--- src/hdl/ffsa_pkg.sv ---
// Shared types and constants for the first-fit segment allocator.
// Used by ffsa_table, ffsa_ctrl and first_fit_segment_allocator; no dependencies.
package ffsa_pkg;

  localparam int SEG_DEPTH = 64;
  localparam int IDX_W     = $clog2(SEG_DEPTH);
  localparam int CNT_W     = IDX_W + 1;
  localparam int ADDR_W    = 20;
  localparam int LEN_W     = ADDR_W + 1;
  localparam int STAT_W    = 3;

  localparam logic [LEN_W-1:0] POOL_MAX   = LEN_W'(1) << ADDR_W;
  localparam logic [LEN_W-1:0] POOL_RESET = POOL_MAX;

  localparam logic REQ_ALLOC = 1'b0;
  localparam logic REQ_FREE  = 1'b1;

  localparam logic [STAT_W-1:0] ST_OK      = 3'd0;
  localparam logic [STAT_W-1:0] ST_NOMEM   = 3'd1;
  localparam logic [STAT_W-1:0] ST_BADADDR = 3'd2;
  localparam logic [STAT_W-1:0] ST_FULL    = 3'd3;
  localparam logic [STAT_W-1:0] ST_ZERO    = 3'd4;

  typedef struct packed {
    logic              req_type;
    logic [LEN_W-1:0]  request_size;
    logic [ADDR_W-1:0] block_address;
  } req_t;

  typedef struct packed {
    logic [STAT_W-1:0] status;
    logic [ADDR_W-1:0] granted_address;
  } rsp_t;

  typedef struct packed {
    logic [LEN_W-1:0] len;
    logic             free;
  } seg_t;

  typedef struct packed {
    logic             en;
    logic [IDX_W-1:0] addr;
    seg_t             data;
  } wr_t;

endpackage

--- src/hdl/ffsa_table.sv ---
// Segment table memory: one write port, one read port with registered read data.
// Depends on ffsa_pkg for the entry and write-port types.
module ffsa_table (
  input  logic                    clk,
  input  ffsa_pkg::wr_t           wr,
  input  logic [ffsa_pkg::IDX_W-1:0] raddr,
  output ffsa_pkg::seg_t          rdata
);

  ffsa_pkg::seg_t mem [ffsa_pkg::SEG_DEPTH];

  always_ff @(posedge clk) begin
    if (wr.en) begin
      mem[wr.addr] <= wr.data;
    end
  end

  always_ff @(posedge clk) begin
    rdata <= mem[raddr];
  end

endmodule

--- src/hdl/ffsa_ctrl.sv ---
// Request sequencer: scans the segment table, splits, merges and shifts entries.
// Depends on ffsa_pkg; drives the ports of ffsa_table.
module ffsa_ctrl (
  input  logic                        clk,
  input  logic                        rst,
  input  logic                        start,
  input  ffsa_pkg::req_t              req,
  input  logic                        restore,
  input  logic [ffsa_pkg::LEN_W-1:0]  pool,
  input  ffsa_pkg::seg_t              rdata,
  output logic [ffsa_pkg::IDX_W-1:0]  raddr,
  output ffsa_pkg::wr_t               wr,
  output logic                        busy,
  output logic                        done,
  output ffsa_pkg::rsp_t              rsp
);

  typedef enum logic [6:0] {
    S_IDLE  = 7'b0000001,
    S_INIT  = 7'b0000010,
    S_SCAN  = 7'b0000100,
    S_FNEXT = 7'b0001000,
    S_MVRD  = 7'b0010000,
    S_MOVE  = 7'b0100000,
    S_SPLIT = 7'b1000000
  } state_t;

  state_t                       state, state_next;
  logic [ffsa_pkg::IDX_W-1:0]   idx, idx_next;
  logic [ffsa_pkg::CNT_W-1:0]   cnt, cnt_next;
  logic [ffsa_pkg::LEN_W-1:0]   base, base_next;
  ffsa_pkg::req_t               op, op_next;
  logic [ffsa_pkg::IDX_W-1:0]   fit, fit_next;
  ffsa_pkg::seg_t               cur, cur_next;
  ffsa_pkg::seg_t               prev, prev_next;
  logic [ffsa_pkg::IDX_W-1:0]   src, src_next;
  logic [ffsa_pkg::IDX_W-1:0]   last, last_next;
  logic                         up, up_next;
  logic [1:0]                   span, span_next;
  logic                         done_next;
  ffsa_pkg::rsp_t               rsp_next;

  logic [ffsa_pkg::CNT_W-1:0]   cnt_m1;
  logic                         last_entry;
  logic                         fits;
  logic                         hit;
  logic                         has_next;
  logic                         nf;
  logic                         pf;
  logic [ffsa_pkg::CNT_W-1:0]   s0;

  assign busy       = (state != S_IDLE);
  assign cnt_m1     = cnt - ffsa_pkg::CNT_W'(1);
  assign last_entry = ({1'b0, idx} == cnt_m1);
  assign fits       = rdata.free && (rdata.len >= op.request_size);
  assign hit        = (base == {1'b0, op.block_address});
  assign has_next   = (({1'b0, fit} + ffsa_pkg::CNT_W'(1)) != cnt);
  assign nf         = has_next && rdata.free;
  assign pf         = (fit != '0) && prev.free;

  always_comb begin
    unique case (state)
      S_SCAN:  raddr = idx + ffsa_pkg::IDX_W'(1);
      S_MVRD:  raddr = src;
      S_MOVE:  raddr = up ? (src - ffsa_pkg::IDX_W'(1)) : (src + ffsa_pkg::IDX_W'(1));
      default: raddr = '0;
    endcase
  end

  always_comb begin
    state_next = state;
    idx_next   = idx;
    cnt_next   = cnt;
    base_next  = base;
    op_next    = op;
    fit_next   = fit;
    cur_next   = cur;
    prev_next  = prev;
    src_next   = src;
    last_next  = last;
    up_next    = up;
    span_next  = span;
    done_next  = 1'b0;
    rsp_next   = rsp;
    wr         = '0;
    s0         = '0;

    unique case (state)
      S_IDLE: begin
        if (start) begin
          op_next   = req;
          idx_next  = '0;
          base_next = '0;
          if (req.req_type == ffsa_pkg::REQ_ALLOC && req.request_size == '0) begin
            done_next = 1'b1;
            rsp_next  = '{status: ffsa_pkg::ST_ZERO, granted_address: '0};
          end else begin
            state_next = S_SCAN;
          end
        end
      end

      S_INIT: begin
        wr         = '{en: 1'b1, addr: '0, data: '{len: pool, free: 1'b1}};
        cnt_next   = ffsa_pkg::CNT_W'(1);
        state_next = S_IDLE;
      end

      S_SCAN: begin
        if (op.req_type == ffsa_pkg::REQ_ALLOC) begin
          if (fits) begin
            if (rdata.len == op.request_size) begin
              wr         = '{en: 1'b1, addr: idx, data: '{len: rdata.len, free: 1'b0}};
              done_next  = 1'b1;
              rsp_next   = '{status: ffsa_pkg::ST_OK, granted_address: base[ffsa_pkg::ADDR_W-1:0]};
              state_next = S_IDLE;
            end else if (cnt == ffsa_pkg::CNT_W'(ffsa_pkg::SEG_DEPTH)) begin
              done_next  = 1'b1;
              rsp_next   = '{status: ffsa_pkg::ST_FULL, granted_address: '0};
              state_next = S_IDLE;
            end else begin
              wr        = '{en: 1'b1, addr: idx, data: '{len: op.request_size, free: 1'b0}};
              fit_next  = idx;
              cur_next  = rdata;
              src_next  = cnt_m1[ffsa_pkg::IDX_W-1:0];
              last_next = idx + ffsa_pkg::IDX_W'(1);
              up_next   = 1'b1;
              span_next = 2'd1;
              state_next = last_entry ? S_SPLIT : S_MVRD;
            end
          end else if (last_entry) begin
            done_next  = 1'b1;
            rsp_next   = '{status: ffsa_pkg::ST_NOMEM, granted_address: '0};
            state_next = S_IDLE;
          end else begin
            idx_next  = idx + ffsa_pkg::IDX_W'(1);
            base_next = base + rdata.len;
            prev_next = rdata;
          end
        end else begin
          if (hit) begin
            if (rdata.free) begin
              done_next  = 1'b1;
              rsp_next   = '{status: ffsa_pkg::ST_BADADDR, granted_address: '0};
              state_next = S_IDLE;
            end else begin
              fit_next   = idx;
              cur_next   = rdata;
              state_next = S_FNEXT;
            end
          end else if (last_entry) begin
            done_next  = 1'b1;
            rsp_next   = '{status: ffsa_pkg::ST_BADADDR, granted_address: '0};
            state_next = S_IDLE;
          end else begin
            idx_next  = idx + ffsa_pkg::IDX_W'(1);
            base_next = base + rdata.len;
            prev_next = rdata;
          end
        end
      end

      S_FNEXT: begin
        if (nf && pf) begin
          wr        = '{en: 1'b1, addr: fit - ffsa_pkg::IDX_W'(1),
                        data: '{len: prev.len + cur.len + rdata.len, free: 1'b1}};
          cnt_next  = cnt - ffsa_pkg::CNT_W'(2);
          s0        = {1'b0, fit} + ffsa_pkg::CNT_W'(2);
          span_next = 2'd2;
        end else if (nf) begin
          wr        = '{en: 1'b1, addr: fit, data: '{len: cur.len + rdata.len, free: 1'b1}};
          cnt_next  = cnt_m1;
          s0        = {1'b0, fit} + ffsa_pkg::CNT_W'(2);
          span_next = 2'd1;
        end else if (pf) begin
          wr        = '{en: 1'b1, addr: fit - ffsa_pkg::IDX_W'(1),
                        data: '{len: prev.len + cur.len, free: 1'b1}};
          cnt_next  = cnt_m1;
          s0        = {1'b0, fit} + ffsa_pkg::CNT_W'(1);
          span_next = 2'd1;
        end else begin
          wr = '{en: 1'b1, addr: fit, data: '{len: cur.len, free: 1'b1}};
        end
        src_next  = s0[ffsa_pkg::IDX_W-1:0];
        last_next = cnt_m1[ffsa_pkg::IDX_W-1:0];
        up_next   = 1'b0;
        if ((nf || pf) && (s0 < cnt)) begin
          state_next = S_MVRD;
        end else begin
          done_next  = 1'b1;
          rsp_next   = '{status: ffsa_pkg::ST_OK, granted_address: '0};
          state_next = S_IDLE;
        end
      end

      S_MVRD: begin
        state_next = S_MOVE;
      end

      S_MOVE: begin
        wr = '{en: 1'b1,
               addr: up ? (src + ffsa_pkg::IDX_W'(1)) : (src - ffsa_pkg::IDX_W'(span)),
               data: rdata};
        if (src == last) begin
          if (up) begin
            state_next = S_SPLIT;
          end else begin
            done_next  = 1'b1;
            rsp_next   = '{status: ffsa_pkg::ST_OK, granted_address: '0};
            state_next = S_IDLE;
          end
        end else begin
          src_next = up ? (src - ffsa_pkg::IDX_W'(1)) : (src + ffsa_pkg::IDX_W'(1));
        end
      end

      S_SPLIT: begin
        wr = '{en: 1'b1, addr: fit + ffsa_pkg::IDX_W'(1),
               data: '{len: cur.len - op.request_size, free: 1'b1}};
        cnt_next   = cnt + ffsa_pkg::CNT_W'(1);
        done_next  = 1'b1;
        rsp_next   = '{status: ffsa_pkg::ST_OK, granted_address: base[ffsa_pkg::ADDR_W-1:0]};
        state_next = S_IDLE;
      end

      default: begin
        state_next = S_INIT;
      end
    endcase

    if (restore) begin
      state_next = S_INIT;
    end
  end

  always_ff @(posedge clk) begin
    if (rst) begin
      state <= S_INIT;
      cnt   <= ffsa_pkg::CNT_W'(1);
      done  <= 1'b0;
    end else begin
      state <= state_next;
      cnt   <= cnt_next;
      done  <= done_next;
    end
  end

  always_ff @(posedge clk) begin
    idx  <= idx_next;
    base <= base_next;
    op   <= op_next;
    fit  <= fit_next;
    cur  <= cur_next;
    prev <= prev_next;
    src  <= src_next;
    last <= last_next;
    up   <= up_next;
    span <= span_next;
    rsp  <= rsp_next;
  end

`ifndef NO_ASSERTIONS
  a_cnt_range: assert property (@(posedge clk) disable iff (rst)
    (cnt != '0) && (cnt <= ffsa_pkg::CNT_W'(ffsa_pkg::SEG_DEPTH)))
    else $error("segment count out of range");

  a_accept_progress: assert property (@(posedge clk) disable iff (rst)
    (start && !busy && !restore) |=> (busy || done))
    else $error("accepted request neither in progress nor answered");

  a_error_no_grant: assert property (@(posedge clk) disable iff (rst)
    (done && rsp.status != ffsa_pkg::ST_OK) |-> (rsp.granted_address == '0))
    else $error("error result carries a nonzero offset");

  a_split_room: assert property (@(posedge clk) disable iff (rst)
    (state == S_SPLIT) |-> (cnt < ffsa_pkg::CNT_W'(ffsa_pkg::SEG_DEPTH)))
    else $error("split started on a full table");

  a_idle_no_write: assert property (@(posedge clk) disable iff (rst)
    (state == S_IDLE) |-> !wr.en)
    else $error("table written while idle");
`endif

endmodule

--- src/hdl/first_fit_segment_allocator.sv ---
// Top level of the first-fit segment allocator: pool size register, sequencer and table.
// Depends on ffsa_pkg, ffsa_ctrl and ffsa_table.
//
// One request is taken when start is high and busy is low; its single result beat appears
// on rsp with done high for exactly one cycle and cannot be held off. The table lives in
// one memory with a single read port, so a request walks the segments one per cycle; a
// split or merge must also shift the later entries before it answers, and an allocate
// of zero units answers in the cycle after it is taken, without a scan. The scan and the
// shift together never pass more entries than the table holds. After reset and after each
// write of the pool size register the block is busy for one cycle while it rebuilds the
// single free segment.
module first_fit_segment_allocator (
  input  logic                       clk,
  input  logic                       rst,
  input  logic                       start,
  input  ffsa_pkg::req_t             req,
  output logic                       busy,
  output logic                       done,
  output ffsa_pkg::rsp_t             rsp,
  input  logic                       cfg_we,
  input  logic [ffsa_pkg::LEN_W-1:0] cfg_wdata
);

  logic [ffsa_pkg::LEN_W-1:0] pool;
  logic [ffsa_pkg::LEN_W-1:0] pool_next;
  logic [ffsa_pkg::IDX_W-1:0] raddr;
  ffsa_pkg::seg_t             rdata;
  ffsa_pkg::wr_t              wr;

  always_comb begin
    if (cfg_wdata == '0) begin
      pool_next = ffsa_pkg::LEN_W'(1);
    end else if (cfg_wdata > ffsa_pkg::POOL_MAX) begin
      pool_next = ffsa_pkg::POOL_MAX;
    end else begin
      pool_next = cfg_wdata;
    end
  end

  always_ff @(posedge clk) begin
    if (rst) begin
      pool <= ffsa_pkg::POOL_RESET;
    end else if (cfg_we) begin
      pool <= pool_next;
    end
  end

  ffsa_ctrl u_ctrl (
    .clk     (clk),
    .rst     (rst),
    .start   (start),
    .req     (req),
    .restore (cfg_we),
    .pool    (pool),
    .rdata   (rdata),
    .raddr   (raddr),
    .wr      (wr),
    .busy    (busy),
    .done    (done),
    .rsp     (rsp)
  );

  ffsa_table u_table (
    .clk   (clk),
    .wr    (wr),
    .raddr (raddr),
    .rdata (rdata)
  );

endmodule
--- config.mk ---
export PLATFORM = sky130hd
export DESIGN_NAME = first_fit_segment_allocator
export DESIGN_NICKNAME = d
export VERILOG_FILES = /design/src/hdl/ffsa_pkg.sv /design/src/hdl/ffsa_table.sv /design/src/hdl/ffsa_ctrl.sv /design/src/hdl/first_fit_segment_allocator.sv
export SDC_FILE = /design/constraint.sdc
export NUM_CORES = 2
export LEC_CHECK = 0
export ABC_AREA = 1
export BUFFER_PORTS_ARGS = -buffer_cell sky130_fd_sc_hd__buf_2
export CORE_ASPECT_RATIO = 0.75
export CORE_MARGIN = 4
export CORE_UTILIZATION = 45
export CTS_CLUSTER_DIAMETER = 120
export DETAILED_ROUTE_END_ITERATION = 8
export PLACE_DENSITY = 0.6
export SLEW_MARGIN = 20
export SYNTH_ARGS = -nofsm -noshare
export SYNTH_HDL_FRONTEND = slang
export SYNTH_SLANG_ARGS = --single-unit
--- constraint.sdc ---
create_clock -name clk -period 5.68 [get_ports clk]
set_input_delay 1.704 -clock clk [delete_from_list [all_inputs] [get_ports clk]]
set_output_delay 1.704 -clock clk [all_outputs]
set_load 0.01 [all_outputs]
==> results.md <==
* WP data required at just over 6000 ps
* Synth top area share at 0.6409
* Number of global-route vias before repair at between 40k and 50k
* Crit path buffers/inverters at 3
* Max-cap check violation count at 0
* Origin of the critical flop-to-flop path: u_ctrl.cur[1]$_DFFE_PP_
* Synth warnings at 0
* Static Leak at between 0.02 and 0.03 uW
* R2r worst-path depth at 19
* Core Box Area at approximately 160000 sq um
* Slew Viols, Final at 0
* VDD IR max at ~0.32 mV
* Die Y at between 300 and 400 microns
* Slew headroom at 0.3561
* Pwr Total at around 25000 uW
* Drt first pass iters at 6
* Congestion Overflow GR at 0
* Die area at 169400 sq um
* Mapped Area at 73280 sq um
* Starting Density at 0.4557
* Row count at roughly 130
* Hold Fails Final Rpt at 0
* Vias at between 50k and 60k
* First-pass GRT wire length at between 300000 and 400000 microns
* Cell variety after synth at 57
* Highest clock rate at between 150 and 200 MHz
* DRC marker count from the first detailed-route iteration at around 6.6k
* Post-CTS Hold Fix Bufs at 0
* Largest net degree at the start of global routing at roughly 150
* Num Clock Sinks at roughly 1.6k
* Area leader, netlist: edfxtp_1
* Flop2flop setup slack at approximately 420 ps
* Main area contributors after synthesis: edfxtp_1, o211ai_1, nand3_1
* Post-layout min period at approximately 5300 ps
* FF-to-FF End: u_table.mem[34][13]$_DFFE_PP_
* Worst EP arrival at 5800 ps
* Fin util at 0.5126
* GRT Total Usage at 0.2707
* Hpwl dp at about 140000 microns
* Slowest CP cell: fa_1
* Syn Inst Count at 6114
* Layout cells sized above 1 at 0.1403
* CP dominant cell by count: a21oi_1
* Max clock buf depth at 3
* Synthesized area per cell at roughly 12 sq um
* RSZ-0062 raised after global routing: no
* Critical Path Source Type: flip-flop
* Hold EP: pool[2]$_SDFFE_PP0P_
* Final setup fails at 0
* Crit path largest cell delay at 440 ps
* Syn_nets at 6332
* CP endpoint kind: flip-flop
* CTS tree: done
* Via density at 6.088
* Final wirelength at between 200000 and 250000 microns
* Clk slew on worst S/H paths at approximately 60 ps
* Critical path class: reg -> reg
* Tightest Pin Transition at ~960 ps
* Commonest non-fill, non-tap cell in the layout: edfxtp_1
* Status: finished clean
* Setup_tns at 0 ps
* Fin crit share at 0.9261
* Most frequent cells in the layout: edfxtp_1, nand3_1, o211ai_1, nand2_1, o21ai_0
* Fraction of registers with async set or reset after synthesis at 0
* Sequential element share of the synthesized area at 0.6567
* Cells along the critical path: ha_1 -> inv_1 -> fa_1 -> o21ai_0 -> a21oi_1 -> o21ai_0 -> xor2_1 -> inv_1 -> ha_1 -> nand2_1 -> nor2_1 -> nand2_1 -> o211ai_1 -> a21oi_1 -> xor2_1 -> a21oi_1 -> a21oi_1 -> nand2_4 -> buf_4
* Hold_sp: pool[2]$_SDFFE_PP0P_
* Wire per inst at between 20 and 30 microns
* Power Density at about 300 nW/um^2
* Antenna-violating nets left at 0
* Nets at 6449
* Ys flop type: edfxtp_1
* Die Span X at 474.0 microns
* Hold path depth at 2
* Worst min-delay path class: reg -> reg
* Root cell of the clock tree: clkbuf_16
* CTS H-tree lvls at 4
* I/O Buffers at 91
* I/O pin count at 92
* Worst Skew at 36.56 ps
* Crit-path max FO at 34
* CP delay by family, top: compound AO/OA/AOI/OAI gates
* RD Place Congestion at about 1
* Total CTS buffers at approximately 160
* EDFF count, synth at 1564
* Syn-to-layout area delta at 12.48%
* Worst-Skew Late Latency at between 800 and 900 ps
* Initial antenna violation count at 7
* Seq cells post-synth at between 1.5k and 2k
* Post-route DRC at 0
## logic make-up (layout without fill, tap and decap cells)
logic type / count (synthesis) / after routing / synth area share
xor gates and xnor gates: 95 / 95 / 0.01135
adders and majority gates: 151 / 151 / 0.02640
buffers and inverters: 608 / 851 / 0.03439
other: 0 / 5 / 0
DFF: 1622 / 1622 / 0.6567
and+or+nand+nor: 2238 / 2238 / 0.1473
AOI/OAI and AO/OA: 1400 / 1400 / 0.1239
## worst max path at each step
stage | from | end | slack [ps] | cells after the start
4_1_cts | u_ctrl.cur[1]$_DFFE_PP_ | u_table.mem[34][13]$_DFFE_PP_ | 410 | 19
3_5_place_dp | u_ctrl.cur[1]$_DFFE_PP_ | u_table.mem[34][13]$_DFFE_PP_ | 420 | 19
2_1_floorplan | u_table.rdata[1]$_DFF_P_ | u_table.mem[0][3]$_DFFE_PP_ | 490 | 13
6_report | u_ctrl.cur[1]$_DFFE_PP_ | u_table.mem[34][13]$_DFFE_PP_ | 420 | 19
3_3_place_gp | u_ctrl.cur[1]$_DFFE_PP_ | u_table.mem[33][13]$_DFFE_PP_ | 390 | 19
5_1_grt | u_ctrl.cur[1]$_DFFE_PP_ | u_table.mem[39][21]$_DFFE_PP_ | 160 | 19
## power breakdown
group	leakage, uW	internal [uW]	switching [uW]
registers	0.0145	13100	38.9
logic	0.0103	309	810
clock network	0.00248	5780	4630
## through the flow
| step | area (sq um) | setup slack (ps) | std cells | hold slack, ps |
|---|---|---|---|---|
| 6_report | 82430 | 419.9 | 8490 | 469.8 |
| 5_1_grt | 82410 | 164.8 | 8485 | 501.8 |
| 4_1_cts | 82380 | 410.5 | 8484 | 469.7 |
| 3_5_place_dp | 77300 | 423.4 | 8197 | 455.1 |
| 3_3_place_gp | 77270 | 385.6 | 8196 | 448.1 |
| 2_1_floorplan | 73280 | 487.2 | 6114 | 406.4 |
## metal layers
layer / part of all wire / up-vias / track usage / wire, microns
met4: 0.023 / 2 / 0.06792 / 5451
met2: 0.42 / 2509 / 0.3836 / 98060
met1: 0.45 / 25860 / 0.4139 / 104700
li1: - / 23010 / - / -
met3: 0.11 / 310 / 0.06904 / 25180
met5: 0.00025 / - / 0.002534 / 59
## sequential cells by signal, indices dropped and copies added (netlist names), 7 cells and up
signal         flops
u_ctrl.op         42
u_ctrl.prev       22
pool              21
u_table.rdata     22
u_ctrl.base       21
u_ctrl.state       7
u_ctrl.cnt         7
u_table.mem     1408
u_ctrl.rsp        23
u_ctrl.cur        21
## cells in the mapped netlist, drive strengths merged, types with 65 or more instances
cell	instances
clkbuf	175
or2	489
ha	145
buf	174
o211ai	640
inv	256
nand3	652
nand2	553
a21oi	195
nor2	411
o21ai	375
edfxtp	1564
o21a	65
## area by class of cell
| cell class | instances | area, sq um |
|---|---|---|
| fillers | 13870 | 78380 |
| flip-flops and latches | 1622 | 48130 |
| multi-input cells | 3884 | 22990 |
| clock buffers | 212 | 4302 |
| well taps | 2128 | 2663 |
| repair buffers | 305 | 2552 |
| inverters | 259 | 999.7 |
| clock inverters | 75 | 779.5 |
| diodes | 5 | 12.51 |
## repair_timing
item,CTS,global route
endpoints found under the setup margin,0,32
buffers inserted,0,0
resized for setup,0,1
## tightest hold or removal path: cells and delay by family, from the launching register on
kind,cells,cell delay (ps)
flip-flops,1,330
AO/OA/AOI/OAI,1,60
AND/OR/NAND/NOR,1,50
Power figures use the tool's default switching activity.
